$ cat src/design/rtcswc_pkg.sv
// rtcswc_pkg: shared types, constants, the bcd decode functions and a clamp
// for the rtc snapshot wall clock; depends on nothing

package rtcswc_pkg;

    localparam logic ACT_SNAPSHOT = 1'b0;
    localparam logic ACT_TICK     = 1'b1;

    localparam int unsigned SB_BINARY_BIT = 2;
    localparam int unsigned SB_24H_BIT    = 1;
    localparam int unsigned HR_PM_BIT     = 7;

    localparam logic [10:0] MS_PER_SEC     = 11'd1000;
    localparam logic [10:0] MS_TWO_SEC     = 11'd2000;
    localparam logic [6:0]  SEC_PER_MIN    = 7'd60;
    localparam logic [6:0]  MIN_PER_HR     = 7'd60;
    localparam logic [5:0]  HR_PER_DAY     = 6'd24;
    localparam logic [7:0]  SEC_MAX        = 8'd59;
    localparam logic [7:0]  MIN_MAX        = 8'd59;
    localparam logic [7:0]  HR_MAX         = 8'd23;
    localparam logic [6:0]  HR_NOON        = 7'd12;
    localparam logic [7:0]  PM_OFFSET      = 8'd12;
    localparam logic [7:0]  CENTURY        = 8'd20;

    typedef logic [47:0] snapshot_t;

    // low nibble plus ten times high nibble, no digit check
    function automatic logic [7:0] bcd_byte(input logic [7:0] b);
        logic [7:0] tens;
        tens = {4'd0, b[7:4]};
        return {4'd0, b[3:0]} + (tens << 3) + (tens << 1);
    endfunction

    // hours: only bits 6..4 carry the tens digit, bit 7 kept as is
    function automatic logic [7:0] bcd_hour(input logic [7:0] b);
        logic [6:0] tens;
        logic [6:0] sum;
        tens = {4'd0, b[6:4]};
        sum  = {3'd0, b[3:0]} + (tens << 3) + (tens << 1);
        return {b[7], sum};
    endfunction

    function automatic logic [7:0] clamp8(input logic [7:0] v, input logic [7:0] top);
        return (v > top) ? top : v;
    endfunction

endpackage

$ cat src/design/rtc_snapshot_wall_clock.sv
// rtc_snapshot_wall_clock: wall clock loaded from rtc snapshot pairs and
// advanced by millisecond ticks; depends on rtcswc_pkg
//
//  channel | handshake           | payload
//  --------+---------------------+--------------------------------------------
//  in      | in_valid / in_ready | action, raw_* bytes, status_b, update_busy,
//          |                     | elapsed_ms
//  out     | out_valid/out_ready | millis, secs, mins, hrs, day_of_month,
//          |                     | month_num, year_num, time_valid, resync_request
//
// one result per transaction: an input register, then the snapshot decode or the
// tick carry chain into the clock state, which is the result register. a new
// transaction is taken every cycle while out_ready is high; a stalled result holds
// the input register, which takes no more once it is full. reset clears the clock
// (resync requested) and empties both registers.

module rtc_snapshot_wall_clock (
    input  logic       clk,
    input  logic       rst_n,
    input  logic       in_valid,
    output logic       in_ready,
    input  logic       action,
    input  logic [7:0] raw_seconds,
    input  logic [7:0] raw_minutes,
    input  logic [7:0] raw_hours,
    input  logic [7:0] raw_day,
    input  logic [7:0] raw_month,
    input  logic [7:0] raw_year,
    input  logic [7:0] status_b,
    input  logic       update_busy,
    input  logic [9:0] elapsed_ms,
    output logic       out_valid,
    input  logic       out_ready,
    output logic [9:0] millis,
    output logic [5:0] secs,
    output logic [5:0] mins,
    output logic [4:0] hrs,
    output logic [7:0] day_of_month,
    output logic [7:0] month_num,
    output logic [7:0] year_num,
    output logic       time_valid,
    output logic       resync_request
);
    import rtcswc_pkg::*;

    // input register
    logic       s1_valid_reg;
    logic       s1_action_reg;
    snapshot_t  s1_snap_reg;
    logic [7:0] s1_status_b_reg;
    logic       s1_busy_reg;
    logic [9:0] s1_elapsed_reg;

    // clock state
    logic       prev_valid_reg, prev_valid_next;
    snapshot_t  prev_snapshot_reg, prev_snapshot_next;
    logic [9:0] ms_count_reg, ms_count_next;
    logic [5:0] sec_count_reg, sec_count_next;
    logic [5:0] min_count_reg, min_count_next;
    logic [4:0] hour_count_reg, hour_count_next;
    logic [7:0] day_reg, day_next;
    logic [7:0] month_reg, month_next;
    logic [7:0] year_reg, year_next;
    logic       clock_valid_reg, clock_valid_next;

    // result register
    logic       out_valid_reg;

    logic advance;
    logic s1_fire;

    assign advance  = !out_valid_reg || out_ready;
    assign s1_fire  = s1_valid_reg && advance;
    assign in_ready = !s1_valid_reg || advance;

    // snapshot decode
    logic [7:0] raw_s, raw_m, raw_h, raw_d, raw_mo, raw_y;
    logic [7:0] dec_s, dec_m, dec_h, dec_d, dec_mo, dec_y;
    logic [7:0] hr12;
    logic [6:0] hr_low;

    assign {raw_s, raw_m, raw_h, raw_d, raw_mo, raw_y} = s1_snap_reg;

    always_comb
    begin
        if (s1_status_b_reg[SB_BINARY_BIT])
        begin
            dec_s  = raw_s;
            dec_m  = raw_m;
            dec_h  = raw_h;
            dec_d  = raw_d;
            dec_mo = raw_mo;
            dec_y  = raw_y;
        end
        else
        begin
            dec_s  = bcd_byte(raw_s);
            dec_m  = bcd_byte(raw_m);
            dec_h  = bcd_hour(raw_h);
            dec_d  = bcd_byte(raw_d);
            dec_mo = bcd_byte(raw_mo);
            dec_y  = bcd_byte(raw_y);
        end

        // 12-hour: twelve o'clock means hour zero, pm adds twelve
        hr_low = (dec_h[6:0] == HR_NOON) ? 7'd0 : dec_h[6:0];
        if (s1_status_b_reg[SB_24H_BIT])
            hr12 = dec_h;
        else if (dec_h[HR_PM_BIT])
            hr12 = {1'b0, hr_low} + PM_OFFSET;
        else
            hr12 = {1'b0, hr_low};
    end

    // tick carry chain
    logic [10:0] ms_sum, ms_wrap;
    logic [6:0]  s_sum, s_wrap;
    logic [6:0]  m_sum, m_wrap;
    logic [5:0]  h_sum;
    logic [1:0]  sec_carry;
    logic        min_carry, hr_carry;

    always_comb
    begin
        ms_sum = {1'b0, ms_count_reg} + {1'b0, s1_elapsed_reg};
        if (ms_sum >= MS_TWO_SEC)
        begin
            ms_wrap   = ms_sum - MS_TWO_SEC;
            sec_carry = 2'd2;
        end
        else if (ms_sum >= MS_PER_SEC)
        begin
            ms_wrap   = ms_sum - MS_PER_SEC;
            sec_carry = 2'd1;
        end
        else
        begin
            ms_wrap   = ms_sum;
            sec_carry = 2'd0;
        end

        s_sum     = {1'b0, sec_count_reg} + {5'd0, sec_carry};
        min_carry = (s_sum >= SEC_PER_MIN);
        s_wrap    = min_carry ? s_sum - SEC_PER_MIN : s_sum;

        m_sum    = {1'b0, min_count_reg} + {6'd0, min_carry};
        hr_carry = (m_sum >= MIN_PER_HR);
        m_wrap   = hr_carry ? m_sum - MIN_PER_HR : m_sum;

        h_sum = {1'b0, hour_count_reg} + {5'd0, hr_carry};
    end

    // next clock state
    logic [7:0] s_clamp, m_clamp, h_clamp;

    always_comb
    begin
        s_clamp = clamp8(dec_s, SEC_MAX);
        m_clamp = clamp8(dec_m, MIN_MAX);
        h_clamp = clamp8(hr12, HR_MAX);

        prev_valid_next    = prev_valid_reg;
        prev_snapshot_next = prev_snapshot_reg;
        ms_count_next      = ms_count_reg;
        sec_count_next     = sec_count_reg;
        min_count_next     = min_count_reg;
        hour_count_next    = hour_count_reg;
        day_next           = day_reg;
        month_next         = month_reg;
        year_next          = year_reg;
        clock_valid_next   = clock_valid_reg;

        case (s1_action_reg)
            ACT_TICK:
            begin
                if (clock_valid_reg)
                begin
                    ms_count_next  = ms_wrap[9:0];
                    sec_count_next = s_wrap[5:0];
                    min_count_next = m_wrap[5:0];
                    if (h_sum >= HR_PER_DAY)
                    begin
                        // rolled past midnight: freeze and ask for a resync
                        hour_count_next  = HR_PER_DAY[4:0];
                        clock_valid_next = 1'b0;
                        prev_valid_next  = 1'b0;
                    end
                    else
                    begin
                        hour_count_next = h_sum[4:0];
                    end
                end
            end
            ACT_SNAPSHOT:
            begin
                if (!clock_valid_reg && !s1_busy_reg)
                begin
                    if (prev_valid_reg && (s1_snap_reg == prev_snapshot_reg))
                    begin
                        ms_count_next    = '0;
                        sec_count_next   = s_clamp[5:0];
                        min_count_next   = m_clamp[5:0];
                        hour_count_next  = h_clamp[4:0];
                        day_next         = dec_d;
                        month_next       = dec_mo;
                        year_next        = dec_y;
                        clock_valid_next = 1'b1;
                        prev_valid_next  = 1'b0;
                    end
                    else
                    begin
                        prev_snapshot_next = s1_snap_reg;
                        prev_valid_next    = 1'b1;
                    end
                end
            end
            default:
            begin
                clock_valid_next = clock_valid_reg;
            end
        endcase
    end

    always_ff @(posedge clk or negedge rst_n)
    begin
        if (!rst_n)
        begin
            s1_valid_reg      <= 1'b0;
            out_valid_reg     <= 1'b0;
            prev_valid_reg    <= 1'b0;
            prev_snapshot_reg <= '0;
            ms_count_reg      <= '0;
            sec_count_reg     <= '0;
            min_count_reg     <= '0;
            hour_count_reg    <= '0;
            day_reg           <= '0;
            month_reg         <= '0;
            year_reg          <= '0;
            clock_valid_reg   <= 1'b0;
        end
        else
        begin
            if (in_ready)
                s1_valid_reg <= in_valid;
            if (advance)
                out_valid_reg <= s1_valid_reg;
            if (s1_fire)
            begin
                prev_valid_reg    <= prev_valid_next;
                prev_snapshot_reg <= prev_snapshot_next;
                ms_count_reg      <= ms_count_next;
                sec_count_reg     <= sec_count_next;
                min_count_reg     <= min_count_next;
                hour_count_reg    <= hour_count_next;
                day_reg           <= day_next;
                month_reg         <= month_next;
                year_reg          <= year_next;
                clock_valid_reg   <= clock_valid_next;
            end
        end
    end

    // payload registers
    always_ff @(posedge clk)
    begin
        if (in_ready && in_valid)
        begin
            s1_action_reg   <= action;
            s1_snap_reg     <= {raw_seconds, raw_minutes, raw_hours,
                                raw_day, raw_month, raw_year};
            s1_status_b_reg <= status_b;
            s1_busy_reg     <= update_busy;
            s1_elapsed_reg  <= elapsed_ms;
        end
    end

    // the result is the clock state just written, so outputs read it directly
    assign out_valid      = out_valid_reg;
    assign millis         = ms_count_reg;
    assign secs           = sec_count_reg;
    assign mins           = min_count_reg;
    assign hrs            = hour_count_reg;
    assign day_of_month   = day_reg;
    assign month_num      = month_reg;
    assign year_num       = year_reg;
    assign time_valid     = clock_valid_reg;
    assign resync_request = !clock_valid_reg;

    a_hour_below_24_when_valid: assert property (@(posedge clk) disable iff (!rst_n)
        clock_valid_reg |-> (hour_count_reg < HR_PER_DAY[4:0]))
        else $error("hour count at 24 while clock valid");

    a_no_pending_pair_when_valid: assert property (@(posedge clk) disable iff (!rst_n)
        clock_valid_reg |-> !prev_valid_reg)
        else $error("snapshot pair pending while clock valid");

    a_ms_in_range: assert property (@(posedge clk) disable iff (!rst_n)
        ms_count_reg < MS_PER_SEC[9:0])
        else $error("millisecond count out of range");

    a_load_zeroes_ms: assert property (@(posedge clk) disable iff (!rst_n)
        $rose(clock_valid_reg) |-> (ms_count_reg == 10'd0))
        else $error("clock loaded with nonzero milliseconds");

    a_state_moves_only_with_result: assert property (@(posedge clk) disable iff (!rst_n)
        (out_valid_reg && !out_ready) |=> ($stable(ms_count_reg) && $stable(clock_valid_reg)
            && $stable(hour_count_reg)))
        else $error("clock state changed while result stalled");

endmodule

$ cat config.mk
export PLATFORM = sky130hd
export DESIGN_NAME = rtc_snapshot_wall_clock
export DESIGN_NICKNAME = d
export VERILOG_FILES = /design/src/design/rtcswc_pkg.sv /design/src/design/rtc_snapshot_wall_clock.sv
export SDC_FILE = /design/constraint.sdc
export NUM_CORES = 1
export LEC_CHECK = 0
export BUFFER_PORTS_ARGS = -buffer_cell sky130_fd_sc_hd__buf_2
export CAP_MARGIN = 5
export CORE_UTILIZATION = 55
export CTS_BUF_LIST = sky130_fd_sc_hd__clkbuf_8
export DETAILED_ROUTE_END_ITERATION = 10
export HOLD_SLACK_MARGIN = 0.05
export PLACE_DENSITY = 0.79
export SETUP_SLACK_MARGIN = 0.1
export SYNTH_ARGS = -nofsm -noshare
export SYNTH_HDL_FRONTEND = slang
export SYNTH_SLANG_ARGS = --single-unit
export TNS_END_PERCENT = 30
$ cat constraint.sdc
create_clock -name clk -period 7.1 [get_ports clk]
set_input_delay 0.71 -clock clk [delete_from_list [all_inputs] [get_ports clk]]
set_output_delay 0.71 -clock clk [all_outputs]
set_load 0.05 [all_outputs]
# Yosys cells after proc, flatten, opt, wreduce, memory -nomap -nowiden
# Index checks and enable logic that the tools add are counted.
totals:
  ff_bits: 166
  latch_bits: 0
  ramBits: 0
  rom_bits: 0
  input_bits: 72
  out_inout_bits: 55
  elab_cells: 114
  mem_count: 0
op_classes:
  n_addsub: 21
  n_mul: 0
  n_div: 0
  magnitude_cmp: 8
  n_eq_ne: 6
  shift: 0
  muxes: 45
  bitwise: 2
  reduce_logical: 15
op_table:
  columns: ["op", "count"]
  rows:
  - ["$mux W6", 10]
  - ["$mux W8", 7]
  - ["$mux W10", 5]
  - ["$eq A48 B48 Y1", 1]
  - ["$add A4 B7 Y8", 5]
  - ["$add A8 B5 Y8", 5]
  - ["$mux W5", 5]
  - ["$pmux W6 S2", 2]
  - ["$pmux W10 S2", 1]
  - ["$sub A10 B10 Y10 const B", 2]
  - ["$gt A8 B6 Y1 const B", 2]
  - ["$reduce_and A4 Y1", 4]
  - ["$ge A7 B6 Y1 const B", 2]
  - ["$mux W7", 2]
  - ["$sub A6 B6 Y6 const B", 2]
  - ["$add A10 B10 Y11", 1]
  - ["$ge A11 B10 Y1 const B", 1]
  - ["$ge A11 B11 Y1 const B", 1]
  - ["$pmux W5 S2", 1]
  - ["$mux W1", 9]
  - ["$add A7 B4 Y8 const B", 1]
  - ["$gt A8 B5 Y1 const B", 1]
  - ["$add A4 B6 Y7", 1]
  - ["$add A6 B1 Y7", 1]
  - ["other kinds (14)", 25]

# Depth between registers and ports, before layout
# Gate-level depths: netlist (run 1).
logic_depth:
  word_depth: 13
  ltp_mapped: 42
  mapped_depth_nobuf: 41

# Worst setup path before layout (run 1)
# No wires, ideal clock.
synth_timing:
  path_type: "reg-to-reg"
  from: "reg ms_count_reg[0], in the netlist millis[0]"
  to: "reg hour_count_reg[2], in the netlist hrs[2]"
  setup_ps: 126
  t_arrival_ps: 7871
  required_time_ps: 6974
  path_slack_ps: -897
  stages_incl_launch_ff: 40
  path_buffers: 1
  synth_period_minus_slack_ps: 7997
  cell_sequence: "dfrtp_1 ha_1 inv_1 fa_1 nand2b_1 a21oi_1 xor2_1 inv_1 ha_1 nand2_1 a21o_1 o31a_1 nand2b_1 inv_1 ha_1 fa_1 xor2_1 ha_1 [... 4 more ...] ha_1 ha_1 clkbuf_1 xor2_1 ha_1 nor3b_1 nand3_1 a21boi_0 nor3_1 inv_1 ha_1 ha_1 nand2_1 nor3_1 a21oi_1 o21ai_0 nor2_1 a221o_1"
synth_between:
  elab_chain_cells: 13
  word_cells_on_any_way: 14
  classes_between: "add/sub (4); order compare (5); mux (5)"
synth_rtl:
  columns: ["item", "line", "source"]
  rows:
  - ["start, declared", "rtc_snapshot_wall_clock.sv:57", "logic [9:0] ms_count_reg, ms_count_next;"]
  - ["start signal, assigned", "rtc_snapshot_wall_clock.sv:251", "ms_count_reg <= ms_count_next;"]
  - ["$add A10 B10 Y11 *", "rtc_snapshot_wall_clock.sv:125", "ms_sum = {1'b0, ms_count_reg} + {1'b0, s1_elapsed_reg};"]
  - ["$ge A11 B10 Y1", "rtc_snapshot_wall_clock.sv:131", "else if (ms_sum >= MS_PER_SEC)"]
  - ["$mux W1", "rtc_snapshot_wall_clock.sv:131", null]
  - ["$mux W2 *", "rtc_snapshot_wall_clock.sv:126", "if (ms_sum >= MS_TWO_SEC)"]
  - ["$add A6 B2 Y7 *", "rtc_snapshot_wall_clock.sv:142", "s_sum = {1'b0, sec_count_reg} + {5'd0, sec_carry};"]
  - ["$ge A7 B6 Y1 *", "rtc_snapshot_wall_clock.sv:143", "min_carry = (s_sum >= SEC_PER_MIN);"]
  - ["$add A6 B1 Y7 *", "rtc_snapshot_wall_clock.sv:146", "m_sum = {1'b0, min_count_reg} + {6'd0, min_carry};"]
  - ["$ge A7 B6 Y1 *", "rtc_snapshot_wall_clock.sv:147", "hr_carry = (m_sum >= MIN_PER_HR);"]
  - ["$add A5 B1 Y6 *", "rtc_snapshot_wall_clock.sv:150", "h_sum = {1'b0, hour_count_reg} + {5'd0, hr_carry};"]
  - ["$ge A6 B5 Y1", "rtc_snapshot_wall_clock.sv:181", "if (h_sum >= HR_PER_DAY)"]
  - ["$mux W5 *", "rtc_snapshot_wall_clock.sv:181", null]
  - ["$mux W5 *", "rtc_snapshot_wall_clock.sv:176", "if (clock_valid_reg)"]
  - ["$pmux W5 S2 *", "rtc_snapshot_wall_clock.sv:173", "case (s1_action_reg)"]
  - ["end signal, assigned", "rtc_snapshot_wall_clock.sv:254", "hour_count_reg <= hour_count_next;"]
  - ["end, declared", "rtc_snapshot_wall_clock.sv:60", "logic [4:0] hour_count_reg, hour_count_next;"]
# Mark *: on every way between the ends. The rest lies on a longest branch, timed or not. The select of a mux whose other input is x is not followed.
# A chain may end at the register's enable or synchronous reset.

# Worst setup path after layout (run 1)
layout_timing:
  from: "reg ms_count_reg[1], in the netlist millis[1]"
  to: "reg hour_count_reg[2], in the netlist hrs[2]"
# Same word-level chain as after synthesis.

==> reports/qor.yml, run 1 <==
clock_network:
  max-clock-path-buffers: 2
  worst_setup_hold_path_clk_slew_ps: 100
  cts_buffers: 17
  cts_max_level: 4
  cts.hold.buffers_added: 0
  clk_latency_ps: 480
  tritoncts: "built"
  cts-root-buf: "clkbuf_8"
  tritoncts_num_sinks: 165
logic_synthesis:
  synth_simple_gate_area_share_pct: 11.8
  synth_top_cell_by_area: "dfrtp_1"
  synth_top_family_by_area: "compound AO/OA/AOI/OAI gates"
  synth_top_area_share_pct: 25.5
  synth.mux.area_fraction_pct: 10.3
  ys_warn_count: 0
  post_synth.cell_area_avg_um2: 11.4
  most_used_flip_flop_cell_after_synthesis: "dfrtp_1"
  yosys.cell_types.count: 80
  yosys.area_share.adder_pct: 10.8
  synth-edff-count: 62
  synth_xor_area_share_pct: 6.58
  synth_seq_cells: 165
  synth.net_count: 1036
  synthesis.area_um2: 10100
  synth_top_cells_by_area: "dfrtp_1 (26%), edfxtp_1 (18%), ha_1 (8.1%)"
  ys_async_sr_fraction_pct: 62.4
  netlist_instances: 885
  synth_compound_gate_area_share_pct: 13.9
  synth_sequential_area_ratio_pct: 44.0
routing:
  drc: 0
  detail_route.wirelength_um: 23200
  vias_per_cell: 5.93
  drtIter0Drc: 414
  via_count: 7579
  wl_per_cell_um: 18.1
  drtPass1Iterations: 5
  route.antenna.remaining_nets: 0
grt:
  gr-usage-all-layers_pct: 25.8
  pin_count_of_the_biggest_net_entering_global_routing: 64
  grt_first_pass_wirelength_um: 37100
  first_global_vias: 7376
  globalRoute.totalOverflow: 0
  grt_antenna_before_repair: 0
flow_run:
  timing.max_cap.violations: 0
worst_setup_path:
  worst_setup_path_start_kind: "register"
  timing.critical_path.slowest_stage_cell: "dfrtp_2"
  regToRegStartpoint: "millis[1]"
  path_max_fanout: 6
  classification_of_the_worst_setup_path: "reg -> reg"
  reg2reg_slack_ps: 340
  cpMostUsedCell: "ha_4"
  end_kind: "register"
  worst-r2r-cell-count: 36
  critical-path-max-stage-delay_ps: 450
  rr_endpoint: "hrs[2]"
  crit_required_ps: 7460
  arrival_ps: 7120
floorplanning:
  dieArea_um2: 18900
  die_width_um: 137
  core_um2: 18000
  placement_rows: 49
  floorplan.initialDensity_pct: 56.2
  number_of_placed_i_o_pins: 127
  height_of_the_die_um: 137
outcome:
  status: "finished clean"
power_and_ir_drop:
  vdd_ir_drop_max_uv: 163
  pwr-share-clk_pct: 29.5
  switching_power_uw: 736
  switching_share_pct: 30.4
  seqPwrFrac_pct: 48.8
  share_comb_of_total_power_pct: 21.6
  p_per_area_nw_per_um2: 202
  cell_internal_pwr_mw: 1.68
  power_mw: 2.42
  leakagePower_nw: 5.33
layout:
  area_growth_syn_to_layout_pct: 18.4
  post_route_cells_drive_above_1_share_pct: 32.2
  num_antenna_cells: 0
  nets: 1187
  post-route-util_pct: 66.5
  final_cell_mix: "buf_2 (119), dfrtp_1 (100), edfxtp_1 (62)"
  n_fill_cell: 1374
  layout.cells.most_common: "buf_2"
  finish.cell_count_without_fillers: 1278
timing:
  setup_viol: 0
  setup_repair_after_global_routing_missed_its_margin: "yes"
  worst_pin_slew_ps: 1120
  finalMaxSlewViolations: 0
  maxSlewHeadroom_pct: 24.9
  setup_skew_after_layout_ps: 18.2
  post-route-min-period_ps: 6760
  finalHoldViolations: 0
  fin_crit_sh_pct: 95.3
  maxClockFrequency_ghz: 0.148
placement:
  place.detailed.instances: 1225
  dp_hpwl_um: 16500
  gp_congestion: 0.906
  io_buffers: 120
min_path:
  class_of_the_tightest_hold_or_removal_check: "in -> async"
## cell usage after synthesis (all sizes together) (8+ instances only)
cell and number:
ha 65, xnor2 44, and3 9, xor2 31, edfxtp 62, nand3 13, a221oi 8, o21ai 57
a21oi 25, buf 13, nand4 16, nor3 12, clkbuf 17, mux2i 23, dfrtp 103, nand2 56
fa 14, inv 32, nor2 29, o31ai 13, nor2b 12, mux2 69, a21o 20, o22ai 9
nand2b 14
## metrics by stage
| step | setup slack, ps | hold slack [ps] | cell area [um2] | TNS [ps] |
|---|---|---|---|---|
| finish | 337 | 316 | 12000 | 0 |
| floorplan | 20.4 | 414 | 10200 | 0 |
| detailed placement | -13.5 | 490 | 11200 | -19.2 |
| CTS | 104 | 324 | 11600 | 0 |
| global placement | 105 | 480 | 11200 | 0 |
| global route | -2.57 | 365 | 12000 | -2.57 |
## layout make-up
class                      instances  area [um2]  area share [%]
sequential                       165        4440            37.2
multi-input combinational        658        5760            48.2
tap                              229         287            2.40
clock inverter                    14         164            1.37
inverter                          32         123            1.03
timing repair buffer             162         930            7.78
clock buffer                      18         248            2.07
## kinds of logic (layout without fill, tap and decap cells)
logic type                 Yosys count  in the layout
and+or+nand+nor                    213            213
AOI/OAI and AO/OA                  199            199
DFF                                165            165
muxes                               92             92
adders and majority gates           79             79
xor gates and xnor gates            75             75
buffers and inverters               62            226
## what timing repair did
| action | CTS | global route |
|---|---|---|
| endpoints found under the setup margin | 4 | 7 |
| buffers inserted | 3 | 19 |
| hold endpoints to repair | 0 | 0 |
| pin swaps | 5 | 33 |
| gates resized for setup | 2 | 45 |
## worst max-delay path: cells and delay by family (launching register included)
kind,cells,cell delay [ps]
AOI/OAI and AO/OA,11,2380
and+or+nand+nor,10,1400
adders and majority gates,9,1780
xor gates and xnor gates,2,330
buffers and inverters,4,320
DFF,1,450
## per-layer routing
layer | GRT usage, % | share of wire, %
met5 | 0 | 0
met4 | 6.96 | 1.5
met1 | 33.9 | 44
met2 | 43.3 | 49
met3 | 4.93 | 5.2
## worst max-delay path by stage
stage	end	slack (ps)	cells past startpoint	start
6_report	hrs[2]	340	36	millis[1]
2_1_floorplan	hrs[2]	20	40	millis[0]
5_1_grt	prev_valid_reg	-3	40	millis[0]
3_5_place_dp	prev_valid_reg	-10	37	millis[1]
3_3_place_gp	prev_valid_reg	100	37	millis[1]
4_1_cts	prev_valid_reg	100	40	s1_elapsed_reg[0]
## power groups by stage
stage / Clock (mW) / Sequential [mW] / Combinational [mW]
6_report: 0.715 / 1.18 / 0.524
5_1_grt: 0.765 / 1.19 / 0.585
4_1_cts: 0.734 / 1.18 / 0.518
3_5_place_dp: 0 / 1.20 / 0.509
3_3_place_gp: 0 / 1.19 / 0.494
2_1_floorplan: 0 / 1.18 / 0.379
(Power assumes the default switching activity.)
==> run 2, diff against run 1 <==
- BUFFER_PORTS_ARGS: -buffer_cell sky130_fd_sc_hd__buf_2 -> not set
- CORE_UTILIZATION: 55 -> 60
- DONT_BUFFER_PORTS: not set -> 1
- PLACE_DENSITY: 0.79 -> 0.76
- clock period: 7.1 -> 6.6 ns (I/O delays scaled with it)
==> reports/qor.yml, run 2 (synthesized netlist as in run 1, its figures left out) <==
placement:
  post_dp_cell_area_um2: 11000  # was 11200 um2
  dp_hpwl_um: 17600  # was 16500 um
  io_buffers: 0  # was 120
  place.detailed.instances: 1151  # was 1225
  dp_worst_setup_slack_ps: -466  # was -13.5 ps
  gp_congestion: 0.877  # was 0.906
outcome:
  failing_checks: "negative setup slack"
  status: "finished, violations left"  # was finished clean
grt:
  grt_antenna_before_repair: 0  # unchanged
  first_global_vias: 8245  # was 7376
  pin_count_of_the_biggest_net_entering_global_routing: 104  # was 64
  gr-usage-all-layers_pct: 31.9  # was 25.8%
  globalRoute.totalOverflow: 0  # unchanged
  grt_first_pass_wirelength_um: 43100  # was 37100 um
timing:
  maxClockFrequency_ghz: 0.139  # was 0.148 GHz
  setup_skew_after_layout_ps: 16.7  # was 18.2 ps
  finalMaxSlewViolations: 0  # unchanged
  setup_repair_after_global_routing_missed_its_margin: "yes"  # unchanged
  setup_viol: 14  # was 0
  fin_crit_sh_pct: 109  # was 95.3%
  maxSlewHeadroom_pct: 22.4  # was 24.9%
  worst_pin_slew_ps: 1160  # was 1120 ps
  setup_slack_ps: -582  # was 337 ps
  post-route-min-period_ps: 7180  # was 6760 ps
  finalHoldViolations: 0  # unchanged
routing:
  drtPass1Iterations: 5  # unchanged
  drtIter0Drc: 646  # was 414
  route.antenna.remaining_nets: 0  # unchanged
  vias_per_cell: 6.29  # was 5.93
  wl_per_cell_um: 21.9  # was 18.1 um
  detail_route.wirelength_um: 27700  # was 23200 um
  drc: 0  # unchanged
  via_count: 7981  # was 7579
worst_setup_path:
  arrival_ps: 7490  # was 7120 ps
  rr_endpoint: "prev_valid_reg"  # was hrs[2]
  timing.critical_path.slowest_stage_cell: "fa_2"  # was dfrtp_2
  critical_path.endpoint: "prev_valid_reg"  # was hrs[2]
  worst-r2r-cell-count: 39  # was 36
  reg2reg_slack_ps: -580  # was 340 ps
  classification_of_the_worst_setup_path: "reg -> reg"  # unchanged
  cpMostUsedCell: "ha_4"  # unchanged
  path_max_fanout: 5  # was 6
  cp-startpoint: "s1_elapsed_reg[0]"  # was millis[1]
  critical-path-max-stage-delay_ps: 410  # was 450 ps
  regToRegStartpoint: "s1_elapsed_reg[0]"  # was millis[1]
  worst_setup_path_start_kind: "register"  # unchanged
  crit_required_ps: 6910  # was 7460 ps
  end_kind: "register"  # unchanged
layout:
  area_growth_syn_to_layout_pct: 21.7  # was 18.4%
  final_cell_mix: "buf_4 (140), dfrtp_1 (100), edfxtp_1 (62)"  # was buf_2 (119), dfrtp_1 (100), edfxtp_1 (62)
  layout.cells.most_common: "buf_4"  # was buf_2
  finish.cell_count_without_fillers: 1269  # was 1278
  post_route_cells_drive_above_1_share_pct: 31.6  # was 32.2%
  layout.cell_area.non_filler_um2: 12300  # was 12000 um2
  nets: 1187  # unchanged
  post-route-util_pct: 74.3  # was 66.5%
  num_antenna_cells: 0  # unchanged
power_and_ir_drop:
  power_mw: 2.59  # was 2.42 mW
  vdd_ir_drop_max_uv: 183  # was 163 uV
  leakagePower_nw: 5.43  # was 5.33 nW
  p_per_area_nw_per_um2: 211  # was 202 nW/um2
floorplanning:
  core_um2: 16500  # was 18000 um2
  height_of_the_die_um: 132  # was 137 um
  placement_rows: 47  # was 49
  floorplan.initialDensity_pct: 61.1  # was 56.2%
  number_of_placed_i_o_pins: 127  # unchanged
  die_width_um: 132  # was 137 um
  dieArea_um2: 17300  # was 18900 um2
clock_network:
  clk_latency_ps: 470  # was 480 ps
  cts_max_level: 4  # unchanged
  cts-root-buf: "clkbuf_8"  # unchanged
  tritoncts: "built"  # unchanged
  worst_setup_hold_path_clk_slew_ps: 90  # was 100 ps
  max-clock-path-buffers: 2  # unchanged
  tritoncts_num_sinks: 165  # unchanged
  cts_buffers: 17  # unchanged
flow_run:
  timing.max_cap.violations: 0  # unchanged
min_path:
  class_of_the_tightest_hold_or_removal_check: "in -> async"  # unchanged
[run 2: changes by cell type in the layout (fill, tap and decap cells not counted), sizes merged]
cell,before,now
clkinv,0,6
clkinvlp,3,2
clkbuf,18,17
inv,41,38
bufinv,2,1
[run 2: worst min-delay path by stage]
stage / cells after the start / start / to
floorplan: 0 / rst_n / day_of_month[0]
global placement: 0 / rst_n / mins[1]
detailed placement: 0 / rst_n / mins[5]
CTS: 1 / rst_n / mins[0]
global route: 1 / rst_n / secs[5]
finish: 1 / rst_n / secs[5]
[run 2: final cells by class]
| class | instances | area, um2 |
|---|---|---|
| sequential | 165 | 4440 |
| clock buffer | 17 | 234 |
| inverter | 32 | 120 |
| fill | 1088 | 4240 |
| clock inverter | 15 | 131 |
| tap | 220 | 275 |
| timing repair buffer | 162 | 1320 |
| multi-input combinational | 658 | 5760 |
[run 2: per-layer routing]
| metal | share of wire, % | global-route usage (%) | vias to the layer above | wire [um] |
|---|---|---|---|---|
| li1 | - | - | 3600 | - |
| met1 | 41 | 38.7 | 3934 | 11200 |
| met2 | 49 | 54.7 | 366 | 13600 |
| met3 | 6.8 | 7.25 | 81 | 1900 |
| met4 | 3.5 | 13.7 | 0 | 964 |
| met5 | 0 | 0 | - | 0 |
[run 2: stage by stage]
| step | hold slack, ps | setup TNS (ps) |
|---|---|---|
| finish | 99.6 | -5420 |
| global route | 103 | -8460 |
| CTS | 146 | -325 |
| detailed placement | 366 | -2410 |
| global placement | 366 | -744 |
| floorplan | 364 | -2130 |
[run 2: where the power goes]
part,internal [mW],switching (mW),leakage (nW)
Combinational,0.308,0.312,3.33
Clock,0.300,0.399,0.191
Sequential,1.18,0.0970,1.91
[run 2: what timing repair did]
| item | 4_1_cts | 5_1_grt |
|---|---|---|
| resized for setup | 28 | 34 |
| endpoints found under the hold margin | 103 | 0 |
| endpoints found under the setup margin | 7 | 14 |
| setup buffers | 75 | 13 |
| pin swaps | 28 | 27 |
| hold buffers | 1 | 0 |
[run 2: worst max-delay path, delay by kind of cell, from the launching register on]
family                     cells  cell delay, ps
xor gates and xnor gates       3             690
DFF                            1             400
and+or+nand+nor               11            1430
AOI/OAI and AO/OA             11            1940
buffers and inverters          4             300
adders and majority gates     10            2240
